File: config.mk
export PLATFORM = sky130hd
export DESIGN_NAME = stepper_step_and_button_control
export DESIGN_NICKNAME = d
export VERILOG_FILES = /design/src/sv/ssbc_pkg.sv /design/src/sv/ssbc_debounce.sv /design/src/sv/stepper_step_and_button_control.sv
export SDC_FILE = /design/constraint.sdc
export NUM_CORES = 2
export LEC_CHECK = 0
export ABC_AREA = 1
export BUFFER_PORTS_ARGS = -buffer_cell sky130_fd_sc_hd__buf_2
export CORE_ASPECT_RATIO = 0.9
export CORE_UTILIZATION = 38
export CTS_BUF_LIST = sky130_fd_sc_hd__clkbuf_8
export DETAILED_ROUTE_END_ITERATION = 8
export PLACE_DENSITY_LB_ADDON = 0.08
export SLEW_MARGIN = 20
export SYNTH_ARGS = -nofsm -noshare
export SYNTH_HDL_FRONTEND = slang
export SYNTH_SLANG_ARGS = --single-unit
File: constraint.sdc
create_clock -name i_clk -period 15 [get_ports i_clk]
set_clock_uncertainty 0.1 [all_clocks]
set_input_delay 3.75 -clock i_clk [delete_from_list [all_inputs] [get_ports i_clk]]
set_output_delay 3.75 -clock i_clk [all_outputs]
set_load 0.05 [all_outputs]
File: src/sv/ssbc_pkg.sv
// Shared constants, codes and types for the stepper step and button control block.
package ssbc_pkg;

    localparam int PERIOD_BITS   = 17;
    localparam int DEBOUNCE_BITS = 20;
    localparam int LEVEL_BITS    = 8;
    localparam int PULSE_BITS    = 8;
    localparam int FUNC_BITS     = 3;
    localparam int STATUS_BITS   = 2;

    localparam int CFG_DATA_BITS = (DEBOUNCE_BITS > PERIOD_BITS) ?
                                   ((DEBOUNCE_BITS > PULSE_BITS) ? DEBOUNCE_BITS : PULSE_BITS) :
                                   ((PERIOD_BITS > PULSE_BITS) ? PERIOD_BITS : PULSE_BITS);

    // Speed map: q = floor(level * diff / 100) via reciprocal multiply.
    localparam int PCT_DIV      = 100;
    localparam int PCT_LOG2     = 7;
    localparam int PROD_BITS    = LEVEL_BITS + PERIOD_BITS;
    localparam int RECIP_SHIFT  = PROD_BITS + PCT_LOG2;
    localparam int RECIP_BITS   = PROD_BITS + 1;
    localparam longint unsigned RECIP_L =
        ((64'd1 << RECIP_SHIFT) + 64'(PCT_DIV) - 64'd1) / 64'(PCT_DIV);
    localparam logic [RECIP_BITS-1:0] RECIP = RECIP_BITS'(RECIP_L);
    localparam int QUOT_BITS    = PROD_BITS + RECIP_BITS - RECIP_SHIFT;

    localparam logic [LEVEL_BITS-1:0]    MAX_LEVEL       = LEVEL_BITS'(100);
    localparam logic [DEBOUNCE_BITS-1:0] DEBOUNCE_RESET  = DEBOUNCE_BITS'(50000);
    localparam logic [PERIOD_BITS-1:0]   SLOW_RESET      = PERIOD_BITS'(100000);
    localparam logic [PERIOD_BITS-1:0]   FAST_RESET      = PERIOD_BITS'(260);
    localparam logic [PERIOD_BITS-1:0]   PERIOD_RESET    = PERIOD_BITS'(260);
    localparam logic [PULSE_BITS-1:0]    PULSE_RESET     = PULSE_BITS'(2);

    typedef enum logic [FUNC_BITS-1:0] {
        FN_TICK      = 3'd0,
        FN_SET_SPEED = 3'd1,
        FN_RUN_FWD   = 3'd2,
        FN_RUN_REV   = 3'd3,
        FN_STOP      = 3'd4,
        FN_STOP_ALL  = 3'd5,
        FN_UNKNOWN   = 3'd6
    } t_func;

    typedef enum logic [STATUS_BITS-1:0] {
        ST_OK      = 2'd0,
        ST_DUP     = 2'd1,
        ST_RANGE   = 2'd2,
        ST_UNKNOWN = 2'd3
    } t_status;

    typedef enum logic [1:0] {
        CFG_DEBOUNCE = 2'd0,
        CFG_SLOW     = 2'd1,
        CFG_FAST     = 2'd2,
        CFG_PULSE    = 2'd3
    } t_cfg_idx;

endpackage

File: src/sv/ssbc_debounce.sv
// Button debouncer with press-and-release qualification for one button.
module ssbc_debounce (
    input  logic                              i_clk,
    input  logic                              i_rst_n,
    input  logic                              i_en,
    input  logic                              i_raw,
    input  logic [ssbc_pkg::DEBOUNCE_BITS-1:0] i_ticks,
    output logic                              o_fire
);
    import ssbc_pkg::*;

    localparam logic [DEBOUNCE_BITS-1:0] DebMax = '1;

    logic                     r_last, n_last;
    logic                     r_stable, n_stable;
    logic [DEBOUNCE_BITS-1:0] r_settle, n_settle;
    logic [DEBOUNCE_BITS-1:0] r_press, n_press;

    always_comb begin
        n_last   = i_raw;
        n_stable = r_stable;
        o_fire   = 1'b0;
        if (i_raw != r_last) begin
            n_settle = '0;
        end else if (r_settle != DebMax) begin
            n_settle = r_settle + DEBOUNCE_BITS'(1);
        end else begin
            n_settle = r_settle;
        end
        n_press = (r_press != DebMax) ? r_press + DEBOUNCE_BITS'(1) : r_press;
        if (n_settle > i_ticks && i_raw != r_stable) begin
            n_stable = i_raw;
            if (!i_raw) begin
                n_press = '0;
            end else if (n_press > i_ticks) begin
                o_fire = 1'b1;
            end
        end
    end

    always_ff @(posedge i_clk) begin
        if (!i_rst_n) begin
            r_last   <= 1'b1;
            r_stable <= 1'b1;
            r_settle <= '0;
            r_press  <= '0;
        end else if (i_en) begin
            r_last   <= n_last;
            r_stable <= n_stable;
            r_settle <= n_settle;
            r_press  <= n_press;
        end
    end

endmodule

File: src/sv/stepper_step_and_button_control.sv
// Stepper step pulse generator with debounced start and reverse buttons.
// Each accepted item is one time tick; the block takes one item every clock cycle while
// o_stall is low, and each item first passes through the input register and the speed
// map: one stage multiplies the level by the period span, a second multiplies by the
// reciprocal of 100, and the third applies the command, button and pulse logic to the
// motor state and loads the result register. A stalled result holds the pipeline only
// once no empty stage remains ahead of it, so the input stalls after that point.
module stepper_step_and_button_control (
    input  logic                               i_clk,
    input  logic                               i_rst_n,
    // configuration write
    input  logic                               i_cfg_valid,
    output logic                               o_cfg_ready,
    input  logic [1:0]                         i_cfg_index,
    input  logic [ssbc_pkg::CFG_DATA_BITS-1:0] i_cfg_data,
    // input items
    input  logic                               i_valid,
    output logic                               o_stall,
    input  logic [ssbc_pkg::FUNC_BITS-1:0]     i_func,
    input  logic [ssbc_pkg::LEVEL_BITS-1:0]    i_speed_level,
    input  logic                               i_start_button,
    input  logic                               i_reverse_button,
    // result items
    output logic                               o_valid,
    input  logic                               i_stall,
    output logic                               o_step_out,
    output logic                               o_enable_n,
    output logic                               o_dir_out,
    output logic                               o_running,
    output logic [ssbc_pkg::STATUS_BITS-1:0]   o_cmd_status
);
    import ssbc_pkg::*;

    localparam logic [PERIOD_BITS-1:0] PeriodMax = '1;

    // configuration
    logic [DEBOUNCE_BITS-1:0] r_deb_ticks;
    logic [PERIOD_BITS-1:0]   r_slow;
    logic [PERIOD_BITS-1:0]   r_fast;
    logic [PULSE_BITS-1:0]    r_pulse;

    assign o_cfg_ready = 1'b1;

    always_ff @(posedge i_clk) begin
        if (!i_rst_n) begin
            r_deb_ticks <= DEBOUNCE_RESET;
            r_slow      <= SLOW_RESET;
            r_fast      <= FAST_RESET;
            r_pulse     <= PULSE_RESET;
        end else if (i_cfg_valid) begin
            case (t_cfg_idx'(i_cfg_index))
                CFG_DEBOUNCE: r_deb_ticks <= i_cfg_data[DEBOUNCE_BITS-1:0];
                CFG_SLOW:     r_slow      <= i_cfg_data[PERIOD_BITS-1:0];
                CFG_FAST:     r_fast      <= i_cfg_data[PERIOD_BITS-1:0];
                CFG_PULSE:    r_pulse     <= i_cfg_data[PULSE_BITS-1:0];
                default: ;
            endcase
        end
    end

    logic                   fast_ge;
    logic [PERIOD_BITS-1:0] span;

    assign fast_ge = (r_fast >= r_slow);
    assign span    = fast_ge ? (r_fast - r_slow) : (r_slow - r_fast);

    // pipeline flow control
    logic r_s1_valid, r_s2_valid, r_s3_valid, r_out_valid;
    logic rdy_out, rdy3, rdy2, rdy1, take;

    assign rdy_out = !r_out_valid || !i_stall;
    assign rdy3    = !r_s3_valid || rdy_out;
    assign rdy2    = !r_s2_valid || rdy3;
    assign rdy1    = !r_s1_valid || rdy2;
    assign take    = r_s3_valid && rdy_out;
    assign o_stall = !rdy1;
    assign o_valid = r_out_valid;

    // stage payloads
    logic [FUNC_BITS-1:0]  r_s1_func, r_s2_func, r_s3_func;
    logic [LEVEL_BITS-1:0] r_s1_lvl, r_s2_lvl, r_s3_lvl;
    logic                  r_s1_sb, r_s2_sb, r_s3_sb;
    logic                  r_s1_rb, r_s2_rb, r_s3_rb;
    logic [PROD_BITS-1:0]  r_s2_prod;
    logic [QUOT_BITS-1:0]  r_s3_quot;

    logic [PROD_BITS+RECIP_BITS-1:0] recip_prod;

    assign recip_prod = PROD_BITS'(r_s2_prod) * RECIP;

    always_ff @(posedge i_clk) begin
        if (!i_rst_n) begin
            r_s1_valid <= 1'b0;
            r_s2_valid <= 1'b0;
            r_s3_valid <= 1'b0;
        end else begin
            if (rdy1) r_s1_valid <= i_valid;
            if (rdy2) r_s2_valid <= r_s1_valid;
            if (rdy3) r_s3_valid <= r_s2_valid;
        end
    end

    always_ff @(posedge i_clk) begin
        if (rdy1) begin
            r_s1_func <= i_func;
            r_s1_lvl  <= i_speed_level;
            r_s1_sb   <= i_start_button;
            r_s1_rb   <= i_reverse_button;
        end
        if (rdy2) begin
            r_s2_func <= r_s1_func;
            r_s2_lvl  <= r_s1_lvl;
            r_s2_sb   <= r_s1_sb;
            r_s2_rb   <= r_s1_rb;
            r_s2_prod <= r_s1_lvl * span;
        end
        if (rdy3) begin
            r_s3_func <= r_s2_func;
            r_s3_lvl  <= r_s2_lvl;
            r_s3_sb   <= r_s2_sb;
            r_s3_rb   <= r_s2_rb;
            r_s3_quot <= recip_prod[PROD_BITS+RECIP_BITS-1:RECIP_SHIFT];
        end
    end

    // button debouncers, advanced once per item
    logic start_fire, rev_fire;

    ssbc_debounce u_start_deb (
        .i_clk   (i_clk),
        .i_rst_n (i_rst_n),
        .i_en    (take),
        .i_raw   (r_s3_sb),
        .i_ticks (r_deb_ticks),
        .o_fire  (start_fire)
    );

    ssbc_debounce u_rev_deb (
        .i_clk   (i_clk),
        .i_rst_n (i_rst_n),
        .i_en    (take),
        .i_raw   (r_s3_rb),
        .i_ticks (r_deb_ticks),
        .o_fire  (rev_fire)
    );

    // motor state
    logic                   r_run, n_run;
    logic                   r_dir, n_dir;
    logic [PERIOD_BITS-1:0] r_period, n_period;
    logic [PERIOD_BITS-1:0] r_since, n_since;
    logic [PULSE_BITS-1:0]  r_pleft, n_pleft;
    logic [FUNC_BITS-1:0]   r_lcode, n_lcode;
    logic [LEVEL_BITS-1:0]  r_llvl, n_llvl;
    t_status                status;
    logic                   step;
    logic                   dup;
    logic [QUOT_BITS-1:0]   mapped;

    assign mapped = fast_ge ? (QUOT_BITS'(r_slow) + r_s3_quot)
                            : (QUOT_BITS'(r_slow) - r_s3_quot);
    assign dup = (r_s3_func == r_lcode) &&
                 (r_s3_func != FN_SET_SPEED || r_s3_lvl == r_llvl);

    always_comb begin
        n_run    = r_run;
        n_dir    = r_dir;
        n_period = r_period;
        n_lcode  = r_lcode;
        n_llvl   = r_llvl;
        n_pleft  = r_pleft;
        status   = ST_OK;

        case (t_func'(r_s3_func))
            FN_TICK: ;
            FN_STOP_ALL: begin
                n_run   = 1'b0;
                n_pleft = '0;
            end
            FN_SET_SPEED, FN_RUN_FWD, FN_RUN_REV, FN_STOP: begin
                if (dup) begin
                    status = ST_DUP;
                end else begin
                    n_lcode = r_s3_func;
                    n_llvl  = r_s3_lvl;
                    case (t_func'(r_s3_func))
                        FN_SET_SPEED: begin
                            if (r_s3_lvl > MAX_LEVEL) begin
                                status = ST_RANGE;
                            end else begin
                                n_period = mapped[PERIOD_BITS-1:0];
                                n_run    = 1'b1;
                            end
                        end
                        FN_RUN_FWD: begin
                            n_run = 1'b1;
                            n_dir = 1'b1;
                        end
                        FN_RUN_REV: begin
                            n_run = 1'b1;
                            n_dir = 1'b0;
                        end
                        default: begin
                            n_run = 1'b0;
                            n_dir = 1'b1;
                        end
                    endcase
                end
            end
            default: begin
                n_lcode = FN_UNKNOWN;
                status  = ST_UNKNOWN;
            end
        endcase

        n_run = n_run ^ start_fire;
        n_dir = n_dir ^ rev_fire;

        n_since = (r_since != PeriodMax) ? r_since + PERIOD_BITS'(1) : r_since;
        if (!n_run) begin
            n_pleft = '0;
        end else if (n_pleft == '0 && n_since >= n_period) begin
            // zero width counts as one tick
            n_pleft = (r_pulse != '0) ? r_pulse : PULSE_BITS'(1);
            n_since = '0;
        end
        step = (n_pleft != '0);
        if (step) begin
            n_pleft = n_pleft - PULSE_BITS'(1);
        end
    end

    always_ff @(posedge i_clk) begin
        if (!i_rst_n) begin
            r_run    <= 1'b0;
            r_dir    <= 1'b1;
            r_period <= PERIOD_RESET;
            r_since  <= '0;
            r_pleft  <= '0;
            r_lcode  <= FN_TICK;
            r_llvl   <= '0;
        end else if (take) begin
            r_run    <= n_run;
            r_dir    <= n_dir;
            r_period <= n_period;
            r_since  <= n_since;
            r_pleft  <= n_pleft;
            r_lcode  <= n_lcode;
            r_llvl   <= n_llvl;
        end
    end

    // result register
    always_ff @(posedge i_clk) begin
        if (!i_rst_n) begin
            r_out_valid <= 1'b0;
        end else if (rdy_out) begin
            r_out_valid <= r_s3_valid;
        end
    end

    always_ff @(posedge i_clk) begin
        if (take) begin
            o_step_out   <= step;
            o_enable_n   <= !n_run;
            o_dir_out    <= n_dir;
            o_running    <= n_run;
            o_cmd_status <= status;
        end
    end

endmodule

# Word level (Yosys, flattened, before mapping)
# Cells that the tools add are included.
# Widths: inputs -> output; s select.
dict set report word_totals {
  regBits 292
  latch_bits 0
  ram_bits 0
  romBits 0
  in_bits 40
  elab_cells 162
  n_memories 0
}
dict set report op_classes {
  add_sub_neg 10
  n_mul 2
  n_div 0
  magnitude_cmp 7
  n_eq_ne 21
  n_shift 0
  n_mux 43
  bitwise_logic 4
  reduce_logical 33
}
# operator count
set ops {}
lappend ops {{$mux 20} 10}
lappend ops {{$mux 17} 9}
lappend ops {{$add 20x1->20 const B} 4}
lappend ops {{$gt 20x20->1} 4}
lappend ops {{$ne 20x20->1 const B} 4}
lappend ops {{$sub 17x17->17} 3}
lappend ops {{$mul 25x26->49 const B} 1}
lappend ops {{$mux 8} 5}
lappend ops {{$ge 17x17->1} 2}
lappend ops {{$mul 8x17->25} 1}
lappend ops {{$add 17x1->17 const B} 1}
lappend ops {{$add 17x17->17} 1}
lappend ops {{$ne 17x17->1 const B} 1}
lappend ops {{$reduce_bool 8->1} 2}
lappend ops {{$reduce_and 2->1} 6}
lappend ops {{$mux 1} 10}
lappend ops {{$eq 8x8->1} 1}
lappend ops {{$gt 8x7->1 const B} 1}
lappend ops {{$logic_not 8->1} 1}
lappend ops {{$sub 8x1->8 const B} 1}
lappend ops {{$logic_not 1->1} 7}
lappend ops {{$eq 3x2->1 const B} 2}
lappend ops {{$eq 3x3->1 const B} 2}
lappend ops {{$mux 2} 3}
lappend ops {{other kinds (20)} 38}

# Logic depth before layout (Yosys ltp)
dict set report logic_depth {
  depth_word 12
  depth_mapped 48
  mapped_depth_nobuf 47
}

# By module
# From an unflattened synthesis, not the netlist that was laid out.
dict set report unflattened {
  hier_cells 4263
  hier_area_um2 33576.0
}
# mod instances cells_per_inst area_each_um2
set modules_own_cells {}
lappend modules_own_cells {stepper_step_and_button_control 1 3009 25558.3}
lappend modules_own_cells {{ssbc_debounce (u_start_deb)} 1 624 4013.8}
lappend modules_own_cells {{ssbc_debounce (u_rev_deb)} 1 630 4003.8}

# Least setup slack after synthesis
# No wires, ideal clock.
dict set report synth_path {
  path_kind {input to output}
  startpoint {in i_stall}
  endpoint {out o_stall}
  t_arrival_ns 5.899
  required_ns 11.150
  path_slack_ns 5.251
  cell_stages 6
  cell_sequence {nand2_1 > nor2_1 > inv_1 > nor2_1 > inv_1 > nor2_1}
}
dict set report synth_between {
  elab_chain_len 6
}
# element line
set synth_lines {}
lappend synth_lines {{start, declared} stepper_step_and_button_control.sv:25} ;# input logic i_stall,
lappend synth_lines {{$logic_not 1->1} stepper_step_and_button_control.sv:71} ;# assign rdy_out = !r_out_valid || !i_stall;
lappend synth_lines {{$logic_or 1x1->1} stepper_step_and_button_control.sv:71}
lappend synth_lines {{$logic_or 1x1->1} stepper_step_and_button_control.sv:72} ;# assign rdy3 = !r_s3_valid || rdy_out;
lappend synth_lines {{net rdy3} stepper_step_and_button_control.sv:69} ;# logic rdy_out, rdy3, rdy2, rdy1, take;
lappend synth_lines {{$logic_or 1x1->1} stepper_step_and_button_control.sv:73} ;# assign rdy2 = !r_s2_valid || rdy3;
lappend synth_lines {{net rdy2} stepper_step_and_button_control.sv:69}
lappend synth_lines {{$logic_or 1x1->1} stepper_step_and_button_control.sv:74} ;# assign rdy1 = !r_s1_valid || rdy2;
lappend synth_lines {{$logic_not 1->1} stepper_step_and_button_control.sv:76} ;# assign o_stall = !rdy1;
lappend synth_lines {{end, declared} stepper_step_and_button_control.sv:18} ;# output logic o_stall,
# The timed path passes the listed nets, and every way through them passes these cells.

# Final worst setup path
# Ends and elaborated chain as after synthesis.

==> results summary <==
Setup repair after global routing left no endpoint under its margin. Yosys mapped a number of flops with a built-in enable equal to 87. Counting instances in the post-synthesis netlist gives the leading cell types as sky130_fd_sc_hd__inv_1 (822), sky130_fd_sc_hd__nand2_1 (669), sky130_fd_sc_hd__ha_1 (455). Once placement finished, the instance area stood at roughly 0.034 sq mm. The register clock-pin slew on the reported worst setup and hold paths is 0.07 ns. The sequential cell area fraction in the yosys report came out at 0.206. The vertical die dimension is approximately 280 um. TritonCTS built the clock tree. The initial antenna violation count is 2. Buffers added to address setup during post-CTS repair amount to 0. The period utilization is 0.616. The most numerous cell type found on the critical path is sky130_fd_sc_hd__nor2_1. The max-slew violation count came to 0. Clock tree synthesis found a total of ~290 sinks. The aggregate global-route resource usage came out at 0.216. The synthesized design contains 292 register bits. The residual overflow from global routing came out at 0. For this design, the slowest cell found on the critical path is sky130_fd_sc_hd__buf_4. By instance count, the leading cell after synthesis is sky130_fd_sc_hd__inv_1. The HPWL after detailed placement came out at 74800 um. Together, buffers and inverters on the worst path number 6. After detailed routing, the average wire length per cell comes to between 15 and 20 um. The x dimension of the die came out at between 300 and 400 um. For this block, the initial DRC count from the detailed router was between 1000 and 1500. The cell type with the highest aggregate area in the netlist is sky130_fd_sc_hd__fa_1. The number of instances in the placed design came out at roughly 5200. Adding up every negative setup slack in the final design gives 0 ns.

The count of port buffers added during placement is 47. For this run, asynchronously set or reset flops after synthesis account for 0. The required time of the critical path came out at between 10 and 15 ns. The total vias in the final route is 26200. The total wire length after detailed routing came out at 92400 um. After synthesis, the netlist uses 57 different library cells.

Walking the worst path, the cells encountered are buf_2, nand2_1, nor2_1, inv_1, buf_4, nor2_1, clkinv_1, buf_4, nor2_1, buf_2. The number of global-route vias before repair is approximately 26000. The via density per instance is between 4 and 5. The number of levels in the clock H-tree is 2. The later-pin clock latency in the skew report came out at 0.69 ns.

The number of clock buffers added by TritonCTS is 52. The reported max-cap violation count is 0. After the flow finishes, the layout carries non-filler instances totaling between 5000 and 6000. After synthesis, the cell types taking the most area are sky130_fd_sc_hd__fa_1 (19%), sky130_fd_sc_hd__ha_1 (17%), sky130_fd_sc_hd__dfxtp_1 (13%). The slew at the pin with the worst max-slew slack came out at between 1 and 1.5 ns.

Routability-driven placement finished with a final weighted congestion of between 0.8 and 0.9. The fmax came out at roughly 110 MHz. The cell row count is 101. In this run the mean area of a mapped cell was 7.96 sq um. During synthesis, Yosys emitted a total of 0 warnings.

The dominant register cell in the synthesized netlist is sky130_fd_sc_hd__dfxtp_1. The number of nets produced by synthesis is ~4900. The share of post-route cells with drive strength above 1 is 0.0477. In this design, the stage delay of the slowest critical-path cell is between 0.4 and 0.5 ns.

The netlist area before placement is approximately 0.033 sq mm. The layout-stage area growth over the synthesis result came out at 7.71%. The run finished with clean final reports.

Hold repair after CTS inserted 0 buffers. The number of hold violations in the final report is 0. The area share of the leading cell type in the synthesized netlist is 0.188.

After detailed routing, the number of remaining DRC violations is 0. The floorplan core area came out at roughly 0.085 sq mm. In this run the clock root is driven by a sky130_fd_sc_hd__clkbuf_8. The floorplan step defined a die boundary enclosing 0.0869 sq mm. The maximum count of clock buffers along a single path came out at 3. The count of antenna-violating nets left after detailed routing is 0. The worst-case headroom to the max-slew limit came out at 0.297.

The post-CTS resize count is 0. The wire length of the first global-routing pass came out at 147000 um. The worst setup path is of the input port to output pin kind. In this design, the largest share of critical-path delay is due to buffers and inverters.

The path class of the tightest hold or removal check is flip-flop to flip-flop. For this configuration, the core starts out at a cell density of 0.385. After routing the design area is between 0.03 and 0.04 sq mm. The synthesized instance count came out at 4094. STA classifies the critical path endpoint as an output pin. The total of endpoints with negative setup slack in the final report came out at 0. The number of detailed-route iterations in the first pass is 5. At the worst endpoint, the arrival time is between 5 and 6 ns. The highest net fanout along the worst path came out at 40.

The maximum number of pins on one net before global-route repair is 93. The number of primary I/O pins is about 50. The final layout net count came out at roughly 4900.

STA classifies the critical path startpoint as an input port. The clock period minus final worst setup slack is just over 9 ns.
## placed cells by master (no fill, tap or decap), types with 7 or more instances in the layout
cell type / count
sky130_fd_sc_hd__buf_4: 15
sky130_fd_sc_hd__nand3_1: 124
sky130_fd_sc_hd__nand2_1: 669
sky130_fd_sc_hd__dfxtp_1: 205
sky130_fd_sc_hd__clkbuf_8: 62
sky130_fd_sc_hd__nand4_1: 39
sky130_fd_sc_hd__o21ai_1: 12
sky130_fd_sc_hd__a21oi_1: 358
sky130_fd_sc_hd__xnor2_1: 60
sky130_fd_sc_hd__nor4_1: 14
sky130_fd_sc_hd__edfxtp_1: 87
sky130_fd_sc_hd__nor3_1: 48
sky130_fd_sc_hd__or2_2: 8
sky130_fd_sc_hd__inv_2: 19
sky130_fd_sc_hd__a31oi_1: 19
sky130_fd_sc_hd__o211ai_1: 30
sky130_fd_sc_hd__ha_1: 455
sky130_fd_sc_hd__nand2_2: 9
sky130_fd_sc_hd__fa_1: 306
sky130_fd_sc_hd__clkinv_2: 11
sky130_fd_sc_hd__o21a_1: 14
sky130_fd_sc_hd__inv_1: 834
sky130_fd_sc_hd__xor2_1: 101
sky130_fd_sc_hd__o21ai_0: 204
sky130_fd_sc_hd__a211oi_1: 19
sky130_fd_sc_hd__a21o_1: 12
sky130_fd_sc_hd__clkinv_1: 11
sky130_fd_sc_hd__a21boi_0: 7
sky130_fd_sc_hd__buf_2: 46
sky130_fd_sc_hd__nor2_1: 301
## path summary, 6_finish.rpt
kind	from	endpoint	slack [ns]	depth (start not counted)
worst min register to register	r_s2_lvl[5]$_DFFE_PP_	r_s3_lvl[5]$_DFFE_PP_	0.32	0
worst min-delay path	r_s2_lvl[5]$_DFFE_PP_	r_s3_lvl[5]$_DFFE_PP_	0.32	0
worst max-delay path	i_stall	o_stall	5.77	10
worst max register to register	r_slow[7]$_SDFFE_PN1P_	r_s2_prod[20]$_DFFE_PP_	7.28	30
## state kept, by name, summed over array words and instances (netlist names), 17 cells and up
name / cells
r_deb_ticks: 20
r_fast: 17
r_period: 17
r_s2_prod: 25
r_s3_quot: 17
r_since: 17
r_slow: 17
u_rev_deb.r_press: 20
u_rev_deb.r_settle: 20
u_start_deb.r_press: 20
u_start_deb.r_settle: 20
## area by class of cell
type / count / area, sq um
Timing Repair Buffer: 61 / 343
Sequential cell: 292 / 6720
Clock buffer: 62 / 853
Fill cell: 8874 / 49600
Multi-Input combinational cell: 2874 / 22400
Inverter: 845 / 3170
Tap cell: 1133 / 1420
Antenna cell: 2 / 5.00
Clock inverter: 35 / 213
## through the flow
step	util	hold slack (ns)	setup WS [ns]
5_1_grt	0.414	0.328	5.52
2_1_floorplan	-	0.300	5.25
3_5_place_dp	0.402	0.305	5.70
6_report	0.414	0.316	5.77
4_1_cts	0.414	0.319	5.70
3_3_place_gp	0.402	0.301	5.66
## logic make-up (layout without fill, tap and decap cells)
| family | after synthesis | after routing | share of synthesized area |
|---|---|---|---|
| mux | 6 | 6 | 0.00184 |
| fa+ha+maj | 761 | 761 | 0.363 |
| other cells | 1 | 3 | 0.000115 |
| compound gates | 701 | 701 | 0.117 |
| flops | 292 | 292 | 0.206 |
| buf+inv | 928 | 1003 | 0.107 |
| xor+xnor | 161 | 161 | 0.0433 |
| simple gates | 1244 | 1244 | 0.161 |
## routing by layer
metal  wire length [um]  global-route usage  up-vias
met5                  0                   0        -
li1                   -                   -    13200
met1              47300               0.322    12500
met2              39700               0.335      447
met3               4030              0.0258       85
met4               1300              0.0373        0
Power is left out: the tool's default activity adds up to more than one toggle a clock period on the data nets, which glitch-free logic cannot reach.
